**config.mk**
```make
export PLATFORM = sky130hd
export DESIGN_NAME = linear_concat_request_splitter
export DESIGN_NICKNAME = d
export VERILOG_FILES = /design/src/hdl/lcrs_pkg.sv /design/src/hdl/lcrs_ctrl.sv /design/src/hdl/lcrs_datapath.sv /design/src/hdl/linear_concat_request_splitter.sv
export SDC_FILE = /design/constraint.sdc
export NUM_CORES = 1
export LEC_CHECK = 0
export BUFFER_PORTS_ARGS = -buffer_cell sky130_fd_sc_hd__clkbuf_2
export CAP_MARGIN = 15
export CELL_PAD_IN_SITES_DETAIL_PLACEMENT = 0
export CELL_PAD_IN_SITES_GLOBAL_PLACEMENT = 1
export CORE_AREA = 2 2 269 191
export DETAILED_ROUTE_END_ITERATION = 8
export DIE_AREA = 0 0 271 193
export MAX_ROUTING_LAYER = met4
export PLACE_DENSITY = 0.87
export SETUP_SLACK_MARGIN = 0.15
export SYNTH_ARGS = -nofsm -noshare
export SYNTH_HDL_FRONTEND = slang
export SYNTH_SLANG_ARGS = --single-unit
```
**constraint.sdc**
```tcl
create_clock -name clk -period 8.7 [get_ports clk]
set_clock_uncertainty 0.15 [all_clocks]
set_input_delay 0.435 -clock clk [delete_from_list [all_inputs] [get_ports clk]]
set_output_delay 0.435 -clock clk [all_outputs]
set_load 0.03 [all_outputs]
```
**src/hdl/lcrs_pkg.sv**
```systemverilog
// Shared types and constants for the linear concatenation request splitter.
package lcrs_pkg;

  localparam int SECTOR_BYTES  = 512;
  localparam int SECTOR_SHIFT  = 9;
  localparam int MAX_MEMBERS   = 16;
  localparam int RESULT_LIMIT  = 16;
  localparam int ADDR_W        = 49;
  localparam int DIV_STEPS     = ADDR_W;
  localparam int DIV_CNT_W     = 6;

  localparam logic [51:0] MEMBER_SIZE_RESET  = 52'd1073741824;
  localparam logic [4:0]  MEMBER_COUNT_RESET = 5'd1;
  localparam logic [51:0] MIN_MEMBER_BYTES   = 52'd512;

  // configuration register indexes
  localparam logic REG_MEMBER_SIZE  = 1'b0;
  localparam logic REG_MEMBER_COUNT = 1'b1;

  typedef struct packed {
    logic [39:0] start_sector;
    logic [15:0] sector_count;
  } in_item_t;

  typedef struct packed {
    logic [3:0]  member_index;
    logic [51:0] member_offset;
    logic [24:0] segment_bytes;
    logic        last_segment;
    logic        out_of_range;
  } out_item_t;

  typedef struct packed {
    logic load;
    logic div_step;
    logic emit;
  } lcrs_cmd_t;

  typedef struct packed {
    logic div_last;
    logic seg_final;
  } lcrs_status_t;

endpackage

```
**src/hdl/lcrs_ctrl.sv**
```systemverilog
// Sequencer for the splitter: accept, divide, then emit segments.
module lcrs_ctrl
  import lcrs_pkg::*;
(
  input  logic         clk,
  input  logic         rst,
  input  logic         in_valid,
  output logic         in_stall,
  output logic         out_valid,
  input  logic         out_stall,
  output lcrs_cmd_t    cmd,
  input  lcrs_status_t status
);

  typedef enum logic [1:0] {
    S_IDLE,
    S_DIV,
    S_SEG
  } state_t;

  state_t state;
  logic   out_free;

  assign out_free = !out_valid || !out_stall;
  assign in_stall = (state != S_IDLE);

  always_comb begin
    cmd = '0;
    case (state)
      S_IDLE:  cmd.load = in_valid;
      S_DIV:   cmd.div_step = 1'b1;
      S_SEG:   cmd.emit = out_free;
      default: cmd = '0;
    endcase
  end

  always_ff @(posedge clk) begin
    if (rst) begin
      state     <= S_IDLE;
      out_valid <= 1'b0;
    end else begin
      if (cmd.emit) begin
        out_valid <= 1'b1;
      end else if (!out_stall) begin
        out_valid <= 1'b0;
      end
      case (state)
        S_IDLE: begin
          if (in_valid) state <= S_DIV;
        end
        S_DIV: begin
          if (status.div_last) state <= S_SEG;
        end
        S_SEG: begin
          if (cmd.emit && status.seg_final) state <= S_IDLE;
        end
        default: state <= S_IDLE;
      endcase
    end
  end

endmodule

```
**src/hdl/lcrs_datapath.sv**
```systemverilog
// Datapath: config registers, bit-serial divider and segment formation.
module lcrs_datapath
  import lcrs_pkg::*;
(
  input  logic         clk,
  input  logic         rst,
  input  logic         cfg_write,
  input  logic         cfg_index,
  input  logic [51:0]  cfg_data,
  input  in_item_t     in_data,
  input  lcrs_cmd_t    cmd,
  output lcrs_status_t status,
  output out_item_t    out_data
);

  logic [51:0]          member_size;
  logic [4:0]           member_count;
  logic [ADDR_W-1:0]    dividend;
  logic [51:0]          rem;        // remainder, then current offset
  logic [4:0]           quot;       // saturating quotient, then current member
  logic [DIV_CNT_W-1:0] div_cnt;
  logic [24:0]          left;
  logic [3:0]           seg_n;

  logic [51:0] size_eff;
  logic [4:0]  limit;
  logic [52:0] rem_shift;
  logic        rem_ge;
  logic [52:0] rem_diff;
  logic [51:0] rem_next;
  logic [4:0]  quot_next;
  logic [51:0] room;
  logic        left_le_room;
  logic [24:0] len;
  logic        in_range;
  logic        seg_final;
  out_item_t   seg;

  assign size_eff = (member_size < MIN_MEMBER_BYTES) ? MIN_MEMBER_BYTES : member_size;
  assign limit    = (member_count > 5'(MAX_MEMBERS)) ? 5'(MAX_MEMBERS) : member_count;

  // one quotient bit per cycle
  assign rem_shift = {rem, dividend[ADDR_W-1]};
  assign rem_ge    = rem_shift >= {1'b0, size_eff};
  assign rem_diff  = rem_shift - {1'b0, size_eff};
  assign rem_next  = rem_ge ? rem_diff[51:0] : rem_shift[51:0];
  // anything at or above 16 is past every member; pin it at 31
  assign quot_next = quot[4] ? 5'd31 : {quot[3:0], rem_ge};

  assign status.div_last = (div_cnt == DIV_CNT_W'(DIV_STEPS - 1));

  assign room         = size_eff - rem;
  assign left_le_room = {27'd0, left} <= room;
  assign len          = left_le_room ? left : room[24:0];
  assign in_range     = quot < limit;

  always_comb begin
    seg = '0;
    seg_final = 1'b1;
    if (!in_range) begin
      seg.segment_bytes = left;
      seg.last_segment  = 1'b1;
      seg.out_of_range  = 1'b1;
    end else if (left == 25'd0) begin
      // empty request: one empty last segment at the start address
      seg.member_index  = quot[3:0];
      seg.member_offset = rem;
      seg.last_segment  = 1'b1;
    end else if (seg_n == 4'(RESULT_LIMIT - 1) && !left_le_room) begin
      seg.segment_bytes = left;
      seg.last_segment  = 1'b1;
      seg.out_of_range  = 1'b1;
    end else begin
      seg.member_index  = quot[3:0];
      seg.member_offset = rem;
      seg.segment_bytes = len;
      seg.last_segment  = left_le_room;
      seg_final         = left_le_room;
    end
  end

  assign status.seg_final = seg_final;

  always_ff @(posedge clk) begin
    if (rst) begin
      member_size  <= MEMBER_SIZE_RESET;
      member_count <= MEMBER_COUNT_RESET;
    end else if (cfg_write) begin
      case (cfg_index)
        REG_MEMBER_SIZE:  member_size  <= cfg_data;
        REG_MEMBER_COUNT: member_count <= cfg_data[4:0];
        default: ;
      endcase
    end
  end

  always_ff @(posedge clk) begin
    if (cmd.load) begin
      dividend <= {in_data.start_sector, SECTOR_SHIFT'(0)};
      rem      <= '0;
      quot     <= '0;
      div_cnt  <= '0;
      left     <= {in_data.sector_count, SECTOR_SHIFT'(0)};
      seg_n    <= '0;
    end else if (cmd.div_step) begin
      dividend <= {dividend[ADDR_W-2:0], 1'b0};
      rem      <= rem_next;
      quot     <= quot_next;
      div_cnt  <= div_cnt + 1'b1;
    end else if (cmd.emit) begin
      out_data <= seg;
      left     <= left - len;
      quot     <= quot + 1'b1;
      rem      <= '0;
      seg_n    <= seg_n + 1'b1;
    end
  end

endmodule

```
**src/hdl/linear_concat_request_splitter.sv**
```systemverilog
// Top level of the linear concatenation request splitter.
//
// Input channel (in_valid/in_stall/in_data) carries one request: a start
// sector and a sector count of 512-byte sectors. The output channel
// (out_valid/out_stall/out_data) carries one or more segments per request,
// each naming a member disk, a byte offset within it and a length; the
// final segment of a request has last_segment set, and a segment past the
// configured members is flagged out_of_range and ends the request.
// The config port writes member_size_bytes (index 0) and member_count
// (index 1) on any cycle cfg_write is high; only write while idle.
// The transfer cycle is followed by bit-serial division of the byte address
// by the member size (one quotient bit per cycle), then by emission of the
// segments, at most 16. The next request is taken once the last segment
// is in the output register, while that segment still waits to be taken.
// A stall on the output holds the current segment and pauses segment
// generation. Reset restores the register defaults (2^30 bytes, one member)
// and empties the output register.
module linear_concat_request_splitter
  import lcrs_pkg::*;
(
  input  logic        clk,
  input  logic        rst,
  input  logic        in_valid,
  output logic        in_stall,
  input  in_item_t    in_data,
  output logic        out_valid,
  input  logic        out_stall,
  output out_item_t   out_data,
  input  logic        cfg_write,
  input  logic        cfg_index,
  input  logic [51:0] cfg_data
);

  lcrs_cmd_t    cmd;
  lcrs_status_t status;

  lcrs_ctrl u_ctrl (
    .clk       (clk),
    .rst       (rst),
    .in_valid  (in_valid),
    .in_stall  (in_stall),
    .out_valid (out_valid),
    .out_stall (out_stall),
    .cmd       (cmd),
    .status    (status)
  );

  lcrs_datapath u_datapath (
    .clk       (clk),
    .rst       (rst),
    .cfg_write (cfg_write),
    .cfg_index (cfg_index),
    .cfg_data  (cfg_data),
    .in_data   (in_data),
    .cmd       (cmd),
    .status    (status),
    .out_data  (out_data)
  );

endmodule

```
==> results.cfg <==
[flow_run]
timing.max_cap.violations = 0

[worst_hold_path]
worstHoldPathType = primary input to register

[clock_network]
tritoncts = yes
cts-root-to-sink-buffers = 3
clock_latency_ns = 0.62
htreeDepth = 1
numClockSinks = 275
path_clk_slew_ns = 0.07
root_buffer = sky130_fd_sc_hd__clkbuf_16
number_of_buffers_created_by_cts = 30

[worst_setup_path]
cp_data_required_time_ns = 8.90
critPathCaptureType = register
worst_path_largest_cell_delay_ns = 0.53
critical_path.most_common_cell = sky130_fd_sc_hd__buf_4
crit_slowest_cell = sky130_fd_sc_hd__or4_4
critical_path_class = register to register
critPathArrivalTime_ns = 9.55
worstSetupStartpointType = register
critical_path.max_fanout = 6

[layout]
antenna_cells = 0
areaGrowthSynthToFinish_pct = 29.9
fraction_of_final_layout_cells_with_drive_strength_greater_than_1 = 0.220
final_nets = 3165
nFillCells = 4713

[die]
die_h_um = 193
die_width_um = 271
fp.coreArea_mm2 = 0.0500
start_util = 0.395
num_rows = 69
dieArea_mm2 = 0.0523
floorplan.io_pins = 199

[timing]
holdWs_ns = 0.0194
hold_viol_final = 0
worst_slew_pin_slew_ns = 1.13
finalWorstSetupSlack_ns = -0.654
rsz_0062_raised_after_global_routing = true
final_period_minus_worst_setup_slack_ns = 9.35
period_share = 1.08
max_freq_mhz = 107
setup_failing_eps_final = 13
final_count_of_pins_violating_max_slew = 0
max-slew-margin-rel = 0.246

[global_route]
global_route.usage.met2 = 0.410
grt_most_used_layer = met2
global_route.usage.met1 = 0.352
grt.overflow.total = 0
first_pass_grt_wire_length_mm = 104
groute.layer.met3.usage = 0.0272
antenna_found_initial = 0
grt_pass1_vias = 18700
grt_max_degree = 91
grt_usage = 0.257

[synthesis]
avgSynthCellArea_um2 = 8.10
synth_edf_count = 139
synth_flop_cell = sky130_fd_sc_hd__edfxtp_1
synth-seq-area-share = 0.350
yosys_warnings = 0
yosys_register_bits = 275
post_synth_main_area_contributors = sky130_fd_sc_hd__edfxtp_1 21%, sky130_fd_sc_hd__dfxtp_1 14%, sky130_fd_sc_hd__ha_1 10%, sky130_fd_sc_hd__nand2_1 7.0%, sky130_fd_sc_hd__a21oi_1 6.4%
synth_top_cell_area_share = 0.212
ys_top_cells_by_count = 368 x sky130_fd_sc_hd__nand2_1, 253 x sky130_fd_sc_hd__a21oi_1, 179 x sky130_fd_sc_hd__nor2_1, 161 x sky130_fd_sc_hd__ha_1, 151 x sky130_fd_sc_hd__inv_1
synth_cells = 2435
yosysTopAreaCell = sky130_fd_sc_hd__edfxtp_1
yosysUniqueCellTypes = 87
synthArstFlopShare = 0
syn-cell-area_mm2 = 0.0197
yosys.cell_count.top_type = sky130_fd_sc_hd__nand2_1
synthesis.nets = 2713

[status]
failing_checks = setup timing
status = complete, but fails checks

[drt]
via_count = 19700
drt_first_iter_violations = 1390
first_pass_iters = 5
finalWirelength_mm = 67.3
drc = 0
detail-route-antenna-nets = 0
wl_per_cell_um = 18.8
vias_per_cell = 5.50

[pwr]
power_density_mw_per_mm2 = 333
p_sw_w = 0.00391
p_clk_frac = 0.162
p_int_w = 0.00462
vdd_ir_drop_max_mv = 0.268
power.leakage_nw = 11.3
power.total_w = 0.00852
power_frac_comb = 0.631
power.share.sequential = 0.207
switching_share = 0.458

[placement]
post_detail_place_hpwl_mm = 50.8
final_weighted_congestion_of_routability_driven_global_placement = 0.966
portBuffers = 198
-- critical path: cells and delay by family (launching register included) --
family,cells,cell delay (ns)
AOI/OAI and AO/OA,17,2.74
DFF,1,0.34
and+or+nand+nor,18,3.47
xor gates and xnor gates,2,0.39
buffers and inverters,10,1.24
adders and majority gates,3,0.70
-- flip-flops by register name, summed over array words and instances (netlist names) --
signal                   flops
u_datapath.out_data         83
u_datapath.member_size      52
u_datapath.rem              52
u_datapath.dividend         40
u_datapath.left             25
u_datapath.div_cnt           6
u_datapath.member_count      5
u_datapath.quot              5
u_datapath.seg_n             4
u_ctrl.state                 2
u_ctrl.out_valid             1
-- logic make-up after synthesis --
kind of cell,after synthesis,synth area share
muxes,22,0.0142
buffers and inverters,291,0.0566
adders and majority gates,164,0.105
AOI/OAI and AO/OA,650,0.205
DFF,275,0.350
and+or+nand+nor,928,0.223
xor gates and xnor gates,105,0.0466
-- repair_timing --
| action | 4_1_cts | 5_1_grt |
|---|---|---|
| hold buffers | 99 | 0 |
| gates resized for setup | 58 | 57 |
| buffers inserted | 35 | 10 |
| endpoints found under the setup margin | 13 | 61 |
| gates cloned | 0 | 0 |
| hold endpoints to repair | 102 | 0 |
| pin swaps | 47 | 45 |
-- path summary, 6_finish.rpt --
path / startpoint / to / slack (ns) / depth (start not counted)
min reg2reg: u_datapath.member_size[1] / u_datapath.member_size[1] / 0.32 / 2
max: u_datapath.member_size[14] / u_datapath.left[17] / -0.65 / 50
min: in_data[13] / u_datapath.left[22] / 0.02 / 3
max reg2reg: u_datapath.member_size[14] / u_datapath.left[17] / -0.65 / 50
-- cell type report --
| class | count | area, um^2 | share of cell area |
|---|---|---|---|
| flip-flops and latches | 275 | 6900 | 0.269 |
| inverters | 152 | 573 | 0.0224 |
| repair buffers | 559 | 4080 | 0.159 |
| multi-input cells | 1869 | 12200 | 0.475 |
| well taps | 674 | 843 | 0.0329 |
| clock inverters | 20 | 245 | 0.00957 |
| clock buffers | 36 | 815 | 0.0318 |
-- cells in the final DEF, fill, tap and decap left out, types with 99 or more instances in the layout --
cell type / count
sky130_fd_sc_hd__nor2_1: 172
sky130_fd_sc_hd__nand2_1: 363
sky130_fd_sc_hd__buf_4: 235
sky130_fd_sc_hd__dlygate4sd3_1: 99
sky130_fd_sc_hd__ha_1: 154
sky130_fd_sc_hd__a21oi_1: 238
sky130_fd_sc_hd__edfxtp_1: 139
sky130_fd_sc_hd__inv_1: 149
sky130_fd_sc_hd__clkbuf_2: 198
sky130_fd_sc_hd__dfxtp_1: 134
sky130_fd_sc_hd__o21ai_0: 120
-- through the flow --
stage / instances / setup WS (ns) / setup TNS, ns / utilization / area (um^2)
global route: 3585 / -1.18 / -11.84 / 0.512 / 25600
finish: 3585 / -0.654 / -4.85 / 0.512 / 25600
CTS: 3574 / -0.455 / -3.52 / 0.506 / 25300
detailed placement: 3384 / -0.847 / -6.92 / 0.455 / 22800
global placement: 3384 / -0.564 / -3.78 / 0.455 / 22800
floorplan: 2435 / -0.0638 / -0.0798 / - / 19800
-- power by group through the flow --
stage               combinational, W  clock [W]  sequential (W)
floorplan                    0.00350          0         0.00170
global placement             0.00503          0         0.00179
detailed placement           0.00510          0         0.00179
CTS                          0.00526    0.00141         0.00176
global route                 0.00593    0.00146         0.00179
finish                       0.00538    0.00138         0.00177
-- layer usage --
| metal | up-vias | part of all wire | wire length (um) |
|---|---|---|---|
| met3 | 103 | 0.054 | 3650 |
| met2 | 619 | 0.45 | 30600 |
| met5 | - | 0 | 0 |
| met1 | 9477 | 0.47 | 31500 |
| li1 | 9530 | - | - |
| met4 | 0 | 0.023 | 1540 |
(Power assumes the default switching activity.)
